## src/rtl/drt_pkg.sv

```systemverilog
`timescale 1ns / 1ps
`default_nettype none

package drt_pkg;

	// Default number of stored regions.
	localparam int DEF_REGION_SLOTS = 16;

	// Field widths.
	localparam int COORD_W = 12;
	localparam int RECT_W  = 16;
	localparam int ENTRY_W = 4 * COORD_W;
	localparam int COUNT_W = 5;
	localparam int STAT_W  = 3;
	localparam int CFG_IDX_W = 2;

	// Command codes.
	localparam logic [1:0] CMD_MARK     = 2'd0;
	localparam logic [1:0] CMD_MARK_ALL = 2'd1;
	localparam logic [1:0] CMD_CLEAR    = 2'd2;

	// Result status codes.
	localparam logic [STAT_W-1:0] STAT_IGNORED = 3'd0;
	localparam logic [STAT_W-1:0] STAT_COVERED = 3'd1;
	localparam logic [STAT_W-1:0] STAT_ADDED   = 3'd2;
	localparam logic [STAT_W-1:0] STAT_DROPPED = 3'd3;
	localparam logic [STAT_W-1:0] STAT_CLEARED = 3'd4;

	// Configuration register indexes.
	localparam logic [CFG_IDX_W-1:0] REG_SCREEN_WIDTH  = 2'd0;
	localparam logic [CFG_IDX_W-1:0] REG_SCREEN_HEIGHT = 2'd1;
	localparam logic [CFG_IDX_W-1:0] REG_TRACK_EN      = 2'd2;

	// Reset values of the configuration registers.
	localparam logic [COORD_W-1:0] RST_SCREEN_WIDTH  = 12'd1024;
	localparam logic [COORD_W-1:0] RST_SCREEN_HEIGHT = 12'd768;

	// Clipped rectangle as handed from the clip stage to the control.
	typedef struct packed {
		logic               ok;
		logic [COORD_W-1:0] x;
		logic [COORD_W-1:0] y;
		logic [COORD_W-1:0] w;
		logic [COORD_W-1:0] h;
	} clip_res_t;

endpackage

`default_nettype wire

```

## src/rtl/drt_clip.sv

```systemverilog
`timescale 1ns / 1ps
`default_nettype none

module drt_clip import drt_pkg::*; (
	input  wire logic                      clk,
	input  wire logic                      load,
	input  wire logic signed [RECT_W-1:0]  x,
	input  wire logic signed [RECT_W-1:0]  y,
	input  wire logic signed [RECT_W-1:0]  w,
	input  wire logic signed [RECT_W-1:0]  h,
	input  wire logic        [COORD_W-1:0] screen_w,
	input  wire logic        [COORD_W-1:0] screen_h,
	output clip_res_t                      res_q
);

	localparam int EXT_W = RECT_W + 3;

	typedef struct packed {
		logic               ok;
		logic [COORD_W-1:0] start;
		logic [COORD_W-1:0] size;
	} dim_t;

	// Clips one axis: a negative start eats into the size, and the far edge
	// is pulled back to the screen limit.
	function automatic dim_t clip_dim(input logic signed [RECT_W-1:0] p,
	                                  input logic signed [RECT_W-1:0] s,
	                                  input logic [COORD_W-1:0] lim);
		logic signed [EXT_W-1:0] pa;
		logic signed [EXT_W-1:0] sa;
		logic signed [EXT_W-1:0] lm;
		logic signed [EXT_W-1:0] fe;
		dim_t d;
		pa = (p < 0) ? '0 : EXT_W'(p);
		sa = (p < 0) ? EXT_W'(s) + EXT_W'(p) : EXT_W'(s);
		lm = signed'({{(EXT_W-COORD_W){1'b0}}, lim});
		fe = pa + sa;
		if (fe > lm) begin
			sa = lm - pa;
		end
		d.ok    = (sa > 0);
		d.start = pa[COORD_W-1:0];
		d.size  = sa[COORD_W-1:0];
		return d;
	endfunction

	dim_t dx;
	dim_t dy;

	always_comb begin
		dx = clip_dim(x, w, screen_w);
		dy = clip_dim(y, h, screen_h);
	end

	always_ff @(posedge clk) begin
		if (load) begin
			res_q.ok <= dx.ok && dy.ok;
			res_q.x  <= dx.start;
			res_q.y  <= dy.start;
			res_q.w  <= dx.size;
			res_q.h  <= dy.size;
		end
	end

endmodule

`default_nettype wire

```

## src/rtl/dirty_rect_tracker.sv

```systemverilog
`timescale 1ns / 1ps
`default_nettype none

// Dirty-rectangle tracker. Each input beat carries a command: mark a signed
// rectangle, mark the whole screen (which also raises the redraw request),
// or clear the list at the end of a render pass. A marked rectangle is
// clipped to the configured screen; if it is empty or already lies inside a
// stored region nothing changes, otherwise it is stored while a slot is free
// and the redraw flag is raised even when the list is full. Every input beat
// yields exactly one output beat with the status, the clipped rectangle, the
// region count and the redraw flag after the command. The regions live in a
// single-port synchronous memory that is scanned one entry per cycle, so a
// mark that scans the whole list takes longer the more regions are stored. A
// mark whose clipped rectangle is empty leaves the scan before any entry is
// read, and a mark that lands inside a stored region stops the scan at that
// entry. Clear, ignored commands and marks while tracking is off skip the
// clip and the scan and go straight to the done state. An output beat that
// is not taken holds the next result back but not the next input beat; the
// input stalls only once that next result is ready and waiting.
// Configuration writes are always accepted and must only be issued while no
// command is in flight; an unknown register index is ignored.
module dirty_rect_tracker import drt_pkg::*; #(
	parameter int REGION_SLOTS = DEF_REGION_SLOTS
) (
	input  wire logic                        clk,
	input  wire logic                        arst_n,

	input  wire logic                        cfg_valid,
	output      logic                        cfg_ready,
	input  wire logic [CFG_IDX_W-1:0]        cfg_index,
	input  wire logic [COORD_W-1:0]          cfg_data,

	input  wire logic                        in_valid,
	output      logic                        in_ready,
	input  wire logic [1:0]                  cmd,
	input  wire logic signed [RECT_W-1:0]    rect_x,
	input  wire logic signed [RECT_W-1:0]    rect_y,
	input  wire logic signed [RECT_W-1:0]    rect_w,
	input  wire logic signed [RECT_W-1:0]    rect_h,

	output      logic                        out_valid,
	input  wire logic                        out_ready,
	output      logic [STAT_W-1:0]           status,
	output      logic [COORD_W-1:0]          clip_x,
	output      logic [COORD_W-1:0]          clip_y,
	output      logic [COORD_W-1:0]          clip_w,
	output      logic [COORD_W-1:0]          clip_h,
	output      logic [COUNT_W-1:0]          entry_count,
	output      logic                        redraw_flag
);

	// The count must hold REGION_SLOTS itself; the memory index only needs
	// to reach the last slot.
	localparam int CNT_W = $clog2(REGION_SLOTS + 1);
	localparam int IDX_W = (REGION_SLOTS > 1) ? $clog2(REGION_SLOTS) : 1;
	localparam logic [CNT_W-1:0] SLOTS_C = CNT_W'(REGION_SLOTS);

	typedef enum logic [3:0] {
		ST_IDLE = 4'b0001,
		ST_CLIP = 4'b0010,
		ST_SCAN = 4'b0100,
		ST_DONE = 4'b1000
	} state_t;

	state_t state_q;

	// Configuration registers.
	logic [COORD_W-1:0] screen_w_q;
	logic [COORD_W-1:0] screen_h_q;
	logic               track_en_q;

	// Architectural state besides the region memory.
	logic [CNT_W-1:0]   count_q;
	logic               pending_q;

	// Rectangle latched at the input beat; mark-all loads the full screen.
	logic signed [RECT_W-1:0] rx_q;
	logic signed [RECT_W-1:0] ry_q;
	logic signed [RECT_W-1:0] rw_q;
	logic signed [RECT_W-1:0] rh_q;

	clip_res_t          clip_q;

	// Scan pipeline: one read issued per cycle, compared in the cycle after.
	logic [ENTRY_W-1:0] region_mem_q [REGION_SLOTS];
	logic [CNT_W-1:0]   issue_q;
	logic               rd_vld_s1;
	logic [ENTRY_W-1:0] rd_data_s1;

	logic [STAT_W-1:0]  res_status_q;
	logic               out_valid_q;

	logic               in_fire;
	logic               out_free;
	logic               hit;
	logic               scan_end;
	logic               mem_wr;
	logic               clip_load;
	logic               clip_shown;

	assign cfg_ready = 1'b1;
	assign in_ready  = (state_q == ST_IDLE);
	assign in_fire   = in_valid && in_ready;
	assign out_free  = !out_valid_q || out_ready;
	assign clip_load = (state_q == ST_CLIP);

	drt_clip u_clip (
		.clk      (clk),
		.load     (clip_load),
		.x        (rx_q),
		.y        (ry_q),
		.w        (rw_q),
		.h        (rh_q),
		.screen_w (screen_w_q),
		.screen_h (screen_h_q),
		.res_q    (clip_q)
	);

	// Containment test of the stored region that came out of the memory
	// against the clipped rectangle. Sums are one bit wider than a coordinate.
	always_comb begin
		logic [COORD_W-1:0] ex;
		logic [COORD_W-1:0] ey;
		logic [COORD_W-1:0] ew;
		logic [COORD_W-1:0] eh;
		{ex, ey, ew, eh} = rd_data_s1;
		hit = rd_vld_s1 &&
		      (ex <= clip_q.x) && (ey <= clip_q.y) &&
		      ({1'b0, ex} + {1'b0, ew} >= {1'b0, clip_q.x} + {1'b0, clip_q.w}) &&
		      ({1'b0, ey} + {1'b0, eh} >= {1'b0, clip_q.y} + {1'b0, clip_q.h});
	end

	// The scan is over once every stored entry has been read and the last
	// one has failed the containment test.
	assign scan_end = (state_q == ST_SCAN) && clip_q.ok && !hit && (issue_q == count_q);
	assign mem_wr   = scan_end && (count_q < SLOTS_C);

	always_ff @(posedge clk or negedge arst_n) begin
		if (!arst_n) begin
			screen_w_q <= RST_SCREEN_WIDTH;
			screen_h_q <= RST_SCREEN_HEIGHT;
			track_en_q <= 1'b1;
		end else if (cfg_valid && cfg_ready) begin
			case (cfg_index)
				REG_SCREEN_WIDTH:  screen_w_q <= cfg_data;
				REG_SCREEN_HEIGHT: screen_h_q <= cfg_data;
				REG_TRACK_EN:      track_en_q <= cfg_data[0];
				default:           ;
			endcase
		end
	end

	// Command sequencer.
	always_ff @(posedge clk or negedge arst_n) begin
		if (!arst_n) begin
			state_q     <= ST_IDLE;
			count_q     <= '0;
			pending_q   <= 1'b1;
			issue_q     <= '0;
			rd_vld_s1   <= 1'b0;
			out_valid_q <= 1'b0;
		end else begin
			// In the done state the output register is either refilled or
			// still held, so the beat is only retired outside it.
			if (out_valid && out_ready && (state_q != ST_DONE)) begin
				out_valid_q <= 1'b0;
			end
			case (state_q)
				ST_IDLE: begin
					if (in_fire) begin
						case (cmd)
							CMD_MARK: begin
								state_q <= track_en_q ? ST_CLIP : ST_DONE;
							end
							CMD_MARK_ALL: begin
								pending_q <= 1'b1;
								state_q   <= track_en_q ? ST_CLIP : ST_DONE;
							end
							CMD_CLEAR: begin
								count_q   <= '0;
								pending_q <= 1'b0;
								state_q   <= ST_DONE;
							end
							default: begin
								state_q <= ST_DONE;
							end
						endcase
					end
				end
				ST_CLIP: begin
					issue_q   <= '0;
					rd_vld_s1 <= 1'b0;
					state_q   <= ST_SCAN;
				end
				ST_SCAN: begin
					if (!clip_q.ok || hit) begin
						rd_vld_s1 <= 1'b0;
						state_q   <= ST_DONE;
					end else if (scan_end) begin
						rd_vld_s1 <= 1'b0;
						pending_q <= 1'b1;
						if (mem_wr) begin
							count_q <= count_q + 1'b1;
						end
						state_q <= ST_DONE;
					end else begin
						rd_vld_s1 <= (issue_q < count_q);
						if (issue_q < count_q) begin
							issue_q <= issue_q + 1'b1;
						end
					end
				end
				ST_DONE: begin
					if (out_free) begin
						out_valid_q <= 1'b1;
						state_q     <= ST_IDLE;
					end
				end
				default: begin
					state_q <= ST_IDLE;
				end
			endcase
		end
	end

	// Input latch and result status; payload only.
	always_ff @(posedge clk) begin
		if (in_fire) begin
			if (cmd == CMD_MARK_ALL) begin
				rx_q <= '0;
				ry_q <= '0;
				rw_q <= signed'(RECT_W'(screen_w_q));
				rh_q <= signed'(RECT_W'(screen_h_q));
			end else begin
				rx_q <= rect_x;
				ry_q <= rect_y;
				rw_q <= rect_w;
				rh_q <= rect_h;
			end
			res_status_q <= (cmd == CMD_CLEAR) ? STAT_CLEARED : STAT_IGNORED;
		end else if (state_q == ST_SCAN) begin
			if (!clip_q.ok) begin
				res_status_q <= STAT_IGNORED;
			end else if (hit) begin
				res_status_q <= STAT_COVERED;
			end else if (scan_end) begin
				res_status_q <= mem_wr ? STAT_ADDED : STAT_DROPPED;
			end
		end
	end

	// Region memory: one write or one read per cycle, read data registered.
	always_ff @(posedge clk) begin
		if (mem_wr) begin
			region_mem_q[count_q[IDX_W-1:0]] <= {clip_q.x, clip_q.y, clip_q.w, clip_q.h};
		end else if ((state_q == ST_SCAN) && (issue_q < count_q)) begin
			rd_data_s1 <= region_mem_q[issue_q[IDX_W-1:0]];
		end
	end

	// Output register. Count and flag are the state after the command.
	assign clip_shown = (res_status_q == STAT_COVERED) || (res_status_q == STAT_ADDED) ||
	                    (res_status_q == STAT_DROPPED);

	logic [STAT_W-1:0]  o_status_q;
	logic [COORD_W-1:0] o_x_q;
	logic [COORD_W-1:0] o_y_q;
	logic [COORD_W-1:0] o_w_q;
	logic [COORD_W-1:0] o_h_q;
	logic [COUNT_W-1:0] o_count_q;
	logic               o_flag_q;

	always_ff @(posedge clk) begin
		if ((state_q == ST_DONE) && out_free) begin
			o_status_q <= res_status_q;
			o_x_q      <= clip_shown ? clip_q.x : '0;
			o_y_q      <= clip_shown ? clip_q.y : '0;
			o_w_q      <= clip_shown ? clip_q.w : '0;
			o_h_q      <= clip_shown ? clip_q.h : '0;
			o_count_q  <= COUNT_W'(count_q);
			o_flag_q   <= pending_q;
		end
	end

	assign out_valid   = out_valid_q;
	assign status      = o_status_q;
	assign clip_x      = o_x_q;
	assign clip_y      = o_y_q;
	assign clip_w      = o_w_q;
	assign clip_h      = o_h_q;
	assign entry_count = o_count_q;
	assign redraw_flag = o_flag_q;

`ifndef SYNTH
	a_count_bound: assert property (@(posedge clk) disable iff (!arst_n)
		count_q <= SLOTS_C)
		else $error("region count exceeds the number of slots");

	a_out_from_done: assert property (@(posedge clk) disable iff (!arst_n)
		$rose(out_valid_q) |-> $past(state_q == ST_DONE))
		else $error("output beat raised outside the done state");

	a_write_counts: assert property (@(posedge clk) disable iff (!arst_n)
		mem_wr |=> (count_q == $past(count_q) + 1'b1))
		else $error("region stored without advancing the count");

	a_read_in_scan: assert property (@(posedge clk) disable iff (!arst_n)
		rd_vld_s1 |-> (state_q == ST_SCAN))
		else $error("memory read data pending outside the scan");

	a_clear_result: assert property (@(posedge clk) disable iff (!arst_n)
		(out_valid && (status == STAT_CLEARED)) |-> ((entry_count == '0) && !redraw_flag))
		else $error("clear beat reports leftover state");
`endif

endmodule

`default_nettype wire

```

## config.mk

```make
export PLATFORM = sky130hd
export DESIGN_NAME = dirty_rect_tracker
export DESIGN_NICKNAME = d
export VERILOG_FILES = /design/src/rtl/drt_pkg.sv /design/src/rtl/drt_clip.sv /design/src/rtl/dirty_rect_tracker.sv
export SDC_FILE = /design/constraint.sdc
export NUM_CORES = 1
export LEC_CHECK = 0
export BUFFER_PORTS_ARGS = -buffer_cell sky130_fd_sc_hd__buf_2
export CORE_MARGIN = 2
export CORE_UTILIZATION = 35
export CTS_CLUSTER_DIAMETER = 80
export DETAILED_ROUTE_END_ITERATION = 7
export PLACE_DENSITY = 0.54
export SKIP_LAST_GASP = 1
export SLEW_MARGIN = 10
export SYNTH_ARGS = -nofsm -noshare
export SYNTH_HDL_FRONTEND = slang
export SYNTH_SLANG_ARGS = --single-unit
```

## constraint.sdc

```tcl
create_clock -name clk -period 6.74 [get_ports clk]
set_input_delay 0.674 -clock clk [delete_from_list [all_inputs] [get_ports clk]]
set_output_delay 0.674 -clock clk [all_outputs]
set_load 0.005 [all_outputs]
```

==> qor.yml <==
worst_setup_path:
  critical_path_class: "reg -> reg"
  reg2reg_slack_ns: 0.55
  crit_cells: 26
  cp.arrival_ns: 6.64
  critPathLaunch: "ry_q[0]"
  end_kind: "flop"
  r2r_cells: 26
  reg2reg_to: "u_clip.res_q[1]"
  endpoint: "u_clip.res_q[1]"
  cp.required_ns: 7.19
  crit_buf_inv: 2
  r2r_start: "ry_q[0]"
  max_stage_delay_ns: 0.52
  critPathMaxFanout: 12
  critPathTopFamily: "simple AND/OR/NAND/NOR gates"
  start_kind: "flop"
  crit_slowest_cell: "or4b_4"
routing:
  routedWlPerCell_um: 24.8
  via_per_inst: 5.24
  drt-total-wl_um: 123000
  firstDrtPassIters: 5
  drcViolationCount: 0
  vias: 26000
  drt_iter0_markers: 2198
  postRouteAntennaNets: 0
sta:
  fmax_ghz: 0.162
  holdWs_ns: 0.0685
  min_period_over_period_pct: 91.8
  hold_violations: 0
  tightestPinTransition_ns: 1.09
  period_needed_ns: 6.19
  finalMaxSlewViolations: 0
  grt_setup_unrepaired: "false"
  relSlewSlack_pct: 27.4
  worst_slack_ns: 0.553
  skew_ns: 0.0397
  finalSetupTns_ns: 0
  setup_viol: 0
final_layout:
  n_antenna_cell: 0
  design_area_um2: 54500
  final_nets: 3424
  final_cell_mix: "989 x edfxtp_1, 240 x mux4_2, 220 x ha_1, 153 x inv_1, 143 x buf_2"
  utilization_pct: 40.9
  final_common_cell: "edfxtp_1"
  instances_no_fill: 4971
  drive_above_1_share_pct: 22.8
  fillers: 12100
  syn_to_final_growth_pct: 16.2
flow_run:
  maxCapViolations: 0
global_route:
  grt_usage_pct: 18.0
  antenna_found_initial: 4
  grt_overflow: 0
  grt_pass1_wl_um: 179000
  grt_max_degree: 90
  grt_pass1_vias: 26300
placed_design:
  dp_cells: 4764
  gp_congestion: 0.848
  pre_cts_slack_ns: 0.307
  portBuffers: 143
  dp_hpwl_um: 80500
  placed_area_um2: 50700
yosys:
  avgSynthCellArea_um2: 16.5
  synth-seq-cells: 1031
  synthCells: 2848
  synth_area_um2: 46900
  synth_fp_nets: 3163
  synth_enable_flop_cells: 989
  yosys_warnings: 0
  synthDistinctLibCells: 76
  synth_top_area_share_pct: 63.3
  ys.flop_type: "edfxtp_1"
  async_flop_share_pct: 4.07
  seq_area_frac_synth_pct: 65.6
  synth_top_area_cell: "edfxtp_1"
  synth_area_leaders: "edfxtp_1 63%, mux4_2 12%, ha_1 5.9%"
pwr:
  netSwitchingFraction_pct: 26.8
  p_per_area_nw_per_um2: 302
  combinationalPowerShare_pct: 17.5
  internal_power_mw: 12.0
  seqPwrFrac_pct: 44.8
  power_switching_mw: 4.41
  total_power_mw: 16.4
  vdd_ir_drop_max_mv: 0.251
  p_leak_nw: 18.8
  clock_power_share_pct: 37.7
clocking:
  post_cts_buffers: 0
  clock_latency_ns: 0.74
  h-tree-depth: 3
  tritoncts: "yes"
  cts_buffers: 111
  root_buffer: "clkbuf_16"
  path_clk_slew_ns: 0.06
  clock-sinks: 1031
  clock_path_buffers: 3
die:
  core_area_um2: 133000
  dieArea_um2: 137000
  ioPinCount: 145
  initial_core_util_pct: 35.2
  rows: 134
  die_w_um: 370
  die_y_um: 370
status:
  status: "finished, final reports clean"
worst_hold_path:
  hold_path_class: "in -> async"
==> power groups by stage <==
stage	Combinational [mW]	Sequential, mW	Clock [mW]
after detailed placement	2.86	7.51	0
after global routing	3.21	7.39	6.56
after floorplan	2.10	7.43	0
after global placement	2.85	7.51	0
after CTS	2.87	7.38	6.33
final	2.87	7.37	6.20
==> state kept, by name, summed over array words and instances, names as in the netlist, 16 cells and up <==
register and count:
rh_q 16, rd_data_s1 48, rx_q 16, rw_q 16, u_clip.res_q 49, ry_q 16, region_mem_q 768
==> cell families (layout without fill, tap and decap cells) <==
| group | after synthesis | after routing | share of synthesized area [%] |
|---|---|---|---|
| flops | 1031 | 1031 | 65.6 |
| simple gates | 536 | 536 | 5.99 |
| compound gates | 428 | 428 | 5.84 |
| mux | 283 | 283 | 12.5 |
| buf+inv | 248 | 603 | 2.03 |
| fa+ha+maj | 230 | 230 | 6.30 |
| xor+xnor | 91 | 91 | 1.70 |
| other cells | 1 | 1 | 0.00800 |
==> synth_stat cells (22+ instances only) <==
cell      number
edfxtp_1     989
mux4_2       240
ha_1         220
inv_1        155
nand2_1      124
a21oi_1      110
o21ai_0      110
nor2_1        89
and2_1        85
xnor2_1       68
clkbuf_1      65
nor3_1        62
a21o_1        43
nor2b_1       37
dfrtp_1       36
o21a_1        30
nand3_1       28
buf_1         24
mux2_2        23
o21bai_1      23
xor2_1        23
a211oi_1      22
==> metal layers <==
layer / GRT usage, % / vias up / wire length [um]
met1: 25.5 / 13300 / 55700
met4: 4.39 / 0 / 2660
met2: 28.6 / 720 / 57700
li1: - / 11800 / -
met5: 0 / - / 0
met3: 3.36 / 164 / 7030
==> worst min path at each step <==
stage / start / slack, ns / depth (start not counted) / to
final: arst_n / 0.07 / 2 / screen_w_q[11]
after global routing: arst_n / 0.08 / 2 / count_q[1]
after CTS: arst_n / 0.03 / 2 / count_q[1]
after detailed placement: count_q[4] / 0.44 / 0 / entry_count[4]
after global placement: count_q[4] / 0.45 / 0 / entry_count[4]
after floorplan: arst_n / 0.38 / 0 / count_q[0]
==> area by class of cell <==
cell class	instances	area (um2)	share of cell area (%)
Timing Repair Buffer	241	1910	3.51
Clock buffer	143	3050	5.61
Sequential cell	1031	30800	56.5
Multi-Input combinational cell	1569	15300	28.0
Clock inverter	64	684	1.26
Tap cell	1768	2210	4.06
Inverter	155	582	1.07
==> repair_timing <==
action                     in CTS  in global routing
setup endpoints to repair       0                 12
hold buffers                    0                  0
resized for setup               0                  5
==> worst reg2reg max path, cell delays in order, from the launching register on <==
cell and delay, ns:
edfxtp_1 0.35, ha_1 0.19, inv_1 0.06, fa_1 0.37, nor2b_1 0.25, nor3_1 0.08, a21oi_1 0.22, inv_1 0.10
ha_1 0.33, nor2b_1 0.16, o31a_1 0.27, o21ai_0 0.16, nand2b_1 0.10, a21o_1 0.19, a21oi_1 0.17, xnor2_1 0.14
ha_1 0.26, a21o_1 0.16, a21o_1 0.17, a21o_1 0.16, a21oi_1 0.13, a21oi_1 0.09, or4_1 0.48, or4b_4 0.52
or2_4 0.29, nand2_4 0.18, mux2_2 0.37
Note: power is estimated with default switching activity, not from simulation.
